--- src/hdl/bawl_ram.sv ---
// Generic single-write, single-read RAM with registered read data.
`timescale 1ns / 1ps
`default_nettype none
module bawl_ram #(
    parameter int WIDTH = 8,
    parameter int DEPTH = 16
) (
    input  wire                     i_clk,
    input  wire                     i_we,
    input  wire [$clog2(DEPTH)-1:0] i_waddr,
    input  wire [WIDTH-1:0]         i_wdata,
    input  wire [$clog2(DEPTH)-1:0] i_raddr,
    output logic [WIDTH-1:0]        o_rdata
);

    logic [WIDTH-1:0] r_mem [DEPTH];

    always_ff @(posedge i_clk) begin
        if (i_we)
            r_mem[i_waddr] <= i_wdata;
        o_rdata <= r_mem[i_raddr];
    end

endmodule
`default_nettype wire

--- config.mk ---
export PLATFORM = sky130hd
export DESIGN_NAME = bawl_ram
export DESIGN_NICKNAME = d
export VERILOG_FILES = /design/src/hdl/bawl_ram.sv
export SDC_FILE = /design/constraint.sdc
export NUM_CORES = 1
export LEC_CHECK = 0
export ABC_AREA = 0
export BUFFER_PORTS_ARGS = -buffer_cell sky130_fd_sc_hd__buf_4
export CORE_UTILIZATION = 55
export DETAILED_ROUTE_END_ITERATION = 6
export PLACE_DENSITY = 0.71
export SLEW_MARGIN = 20
export SYNTH_ARGS = -nofsm -noshare
export SYNTH_HDL_FRONTEND = slang
export SYNTH_SLANG_ARGS = --single-unit
--- constraint.sdc ---
create_clock -name i_clk -period 5.56 [get_ports i_clk]
set_clock_uncertainty 0.2 [all_clocks]
set_input_delay 0.278 -clock i_clk [delete_from_list [all_inputs] [get_ports i_clk]]
set_output_delay 0.278 -clock i_clk [all_outputs]
set_load 0.05 [all_outputs]
# Yosys cells after proc, flatten, opt, wreduce, memory -nomap -nowiden
# Memory sizes are Yosys's and may differ from the RTL's. A register that Yosys moved wholly into a read port is not among the register bits.
# Cells that the tools add are included.
[word_totals]
register_bits = 0
mem_bits_rw = 128
wordCells = 3
n_memories = 1
[mem_list]
columns = ["memory", "words", "width", "read_ports", "rd_clocked_by_memory_dff", "write_ports", "line_no", "text"]
rows = [
  ["r_mem", 16, 8, 1, 1, 1, "16", "logic [WIDTH-1:0] r_mem [DEPTH];"],
]
[classes]
muxes = 2
[ops]
columns = ["op", "n"]
rows = [
  ["1-bit 2-to-1 mux", 2],
]

# Depth between registers and ports, before layout
[depth]
depth_word = 2
depth_mapped = 5
depth_no_buf = 3

# Worst setup path after synthesis
# OpenSTA, ideal clock, no wires.
[synth_timing]
path_type = "input port to flip-flop"
start = "in i_waddr[2]"
end = "mem r_mem[0][0] (enable)"
arrival_ns = 1.388
t_required_ns = 4.977
path_slack_ns = 3.589
path_stages = 2
n_path_buf = 0
cell_sequence = "or3b_2 nor3_1"
[synth_lines]
columns = ["element", "line_no", "text"]
rows = [
  ["start, declared", "10", "input wire [$clog2(DEPTH)-1:0] i_waddr,"],
  ["end, declared", "16", ""],
]
# Straight into the memory's write port.

# Worst setup path after layout
[layout_timing]
start = "in i_waddr[1]"
end = "mem r_mem[1][0] (enable)"
# Straight into the memory's write port.

==> metrics.md <==
| Metric | Value |
|---|---|
| Grt met1 use | 0.3070 |
| Hold Startpoint | i_waddr[0] |
| GPL Wtd Cong | 0.6963 |
| Number of gates resized after cts | 0 |
| CTS Buf Count | 17 |
| Die height | 98.74 microns |
| Clk slew on worst S/H paths | 0.06 ns |
| CTS tree | yes |
| PortBufs | 25 |
| EDFF count, synth | 128 |
| Clk_lat worst skew | 0.52 ns |
| Max-slew violations | 0 |
| Fmax | 537.0 MHz |
| Fillcell total | 550 |
| Met3 Track Usage GR | 0.06028 |
| R2R Path End | o_rdata[4]$_DFF_P_ |
| Core footprint | 8891 sq um |
| Total power | 0.002406 W |
| Synthesized area | 5147 sq um |
| Max incr delay on CP | 0.61 ns |
| Ranking of synthesized cells by area | edfxtp_1 75%, mux4_2 7.9%, mux4_1 7.1% |
| Crit share post-route | 0.3349 |
| Grt total ovfl | 0 |
| Worst Path Arrival | 1.81 ns |
| Global Route met2 Usage | 0.3319 |
| Cell Pwr Density | 394.8 nW/um^2 |
| Layout Utilization | 0.6853 |
| Crit Path Category | primary input to flip-flop |
| #FFs+latches synth | 136 |
| Post-DRT Antenna Nets | 0 |
| Final #Nets | 291 |
| Seq/Total Area, Yosys | 0.7778 |
| Area delta synth->final | 18.38% |
| DRT iter0 DRCs | 239 |
| Largest area contributor in the netlist | edfxtp_1 |
| Crit path from | i_waddr[1] |
| Largest net degree at the start of global routing | 33 |
| Die Wd | 98.74 microns |
| First-pass GRT wire length | 14320 microns |
| Starting Density | 0.5789 |
| Clock buffer depth | 2 |
| Leak | 2.057 nW |
| Distinct cells, synth | 19 |
| Yosys top cell area share | 0.7467 |
| Tightest Pin Transition | 0.8183 ns |
| Die Area | 9750 sq um |
| FF+latch area | 4004 sq um |
| DRC | 0 |
| Final setup fails | 0 |
| Vias in the first global route | 2441 |
| Slowest-stage cell, CP | nor2_1 |
| Warnings, synthesis | 0 |
| Worst Reg2Reg Path Length in Cells | 3 |
| DP Wirelength | 5396 microns |
| Mean post-synth cell area | 22.48 sq um |
| Synth Flop Type | edfxtp_1 |
| # rows | 34 |
| Worst path cell trace | dlygate4sd3_1, buf_4, nand2b_1, nor2_1 |
| Startpoint Class | primary input |
| Worst VDD drop | 323.3 uV |
| R2r setup slk | 3.94 ns |
| Commonest non-fill, non-tap cell in the layout | edfxtp_1 |
| Diode count | 0 |
| Pre-antenna DRT Iters | 4 |
| Hold crit path type | primary input to flip-flop |
| Worst endpoint required time | 5.51 ns |
| Hold WS | 0.01869 ns |
| CTS root buffer | clkbuf_8 |
| H-tree Lvls | 4 |
| Final Hold Violating Endpoints | 0 |
| Async SR Flop Fraction | 0 |
| GRT Max-Usage Layer | met2 |
| Worst Path Max Fanout | 8 |
| Commonest cells after routing, fill and taps aside | 128 x edfxtp_1, 26 x buf_4, 18 x mux4_2 |
| RSZ-0062 raised after global routing | false |
| Outcome | finished clean |
| Initial antenna violation count | 0 |
| Total Wirelength | 9536 microns |
| Endpoint type of the worst setup path | flip-flop |
| IO Pins | 26 |
| Max transition margin | 0.4525 |
| Footprint of the multi-input gates | 1072 sq um |
| Wirelength per Cell | 24.20 microns |
| Post-Route Setup TNS | 0 ns |
| Vias per cell | 6.114 |
| Synthesized instance count | 229 |
| MaxCap Viol Count | 0 |
| Final Critical Period | 1.862 ns |
| GRT Total Usage | 0.2188 |
| Syn Nets | 247 |
| CP Capture Point | r_mem[1][0]$_DFFE_PP_ |
| Layout cell share with drive strength beyond 1 | 0.2727 |
| CTS Sinks | 136 |
| Vias | 2409 |
| Reg2reg start | r_mem[9][4]$_DFFE_PP_ |
[logic make-up (layout without fill, tap and decap cells)]
kind of cell    after synthesis  count (layout)  synth area share
flops                       136             136            0.7778
simple gates                 35              35           0.03184
mux                          32              32            0.1502
compound gates               16              16           0.02334
buf+inv                      10              67           0.01677
[routing by layer]
metal,part of all wire,routed length (microns)
met1,0.42,4011
met2,0.49,4664
met4,0.014,137
met3,0.076,722
met5,0,0
[registers in the layout, indices dropped and copies added, names as in the netlist]
register,cells
o_rdata,8
r_mem,128
[critical path, delay by kind of cell]
family / cells / cell delay, ns
AND/OR/NAND/NOR: 2 / 0.82
buffers and inverters: 2 / 0.70
[how the worst min path moves through the flow]
stage,to,slack [ns],cells after the start
5_1_grt,r_mem[0][4]$_DFFE_PP_,0.01,2
6_report,r_mem[0][4]$_DFFE_PP_,0.02,2
4_1_cts,r_mem[4][3]$_DFFE_PP_,0.005,2
2_1_floorplan,r_mem[0][0]$_DFFE_PP_,0.18,0
3_5_place_dp,r_mem[11][6]$_DFFE_PP_,0.41,1
3_3_place_gp,r_mem[10][6]$_DFFE_PP_,0.41,1
[what timing repair did]
| item | CTS | global route |
|---|---|---|
| endpoints found under the hold margin | 136 | 0 |
| setup buffers | 0 | 0 |
| hold buffers | 9 | 0 |
[synth_stat cells, drive strengths merged, types with 2 or more instances]
cell type      number
dfxtp               8
a22oi              16
nand3b              2
nor3                4
buf                 7
edfxtp            128
nor2               13
nand2               9
clkdlybuf4s25       3
mux4               32
nand2b              2
[stage by stage]
step,area [sq um],cells,setup slack [ns]
3_3_place_gp,5391,353,3.229
4_1_cts,6088,394,3.595
2_1_floorplan,5147,229,3.589
6_report,6093,394,3.698
3_5_place_dp,5401,353,3.139
5_1_grt,6093,394,3.651
[area by class of cell]
type                            count  area share
Multi-Input combinational cell     83      0.1760
Clock buffer                       17     0.06797
Clock inverter                     15     0.02998
Timing Repair Buffer               35     0.04682
Tap cell                          108     0.02218
Sequential cell                   136      0.6571
[report_power, final]
| group | switching [W] | total, W | internal, W |
|---|---|---|---|
| Sequential | 0.00000589 | 0.00115 | 0.00115 |
| Combinational | 0.0000852 | 0.000138 | 0.0000527 |
| Clock | 0.000395 | 0.00112 | 0.000721 |
| Total | 0.000486 | 0.00241 | 0.00192 |
No activity file was read; power rests on OpenSTA's default activity.
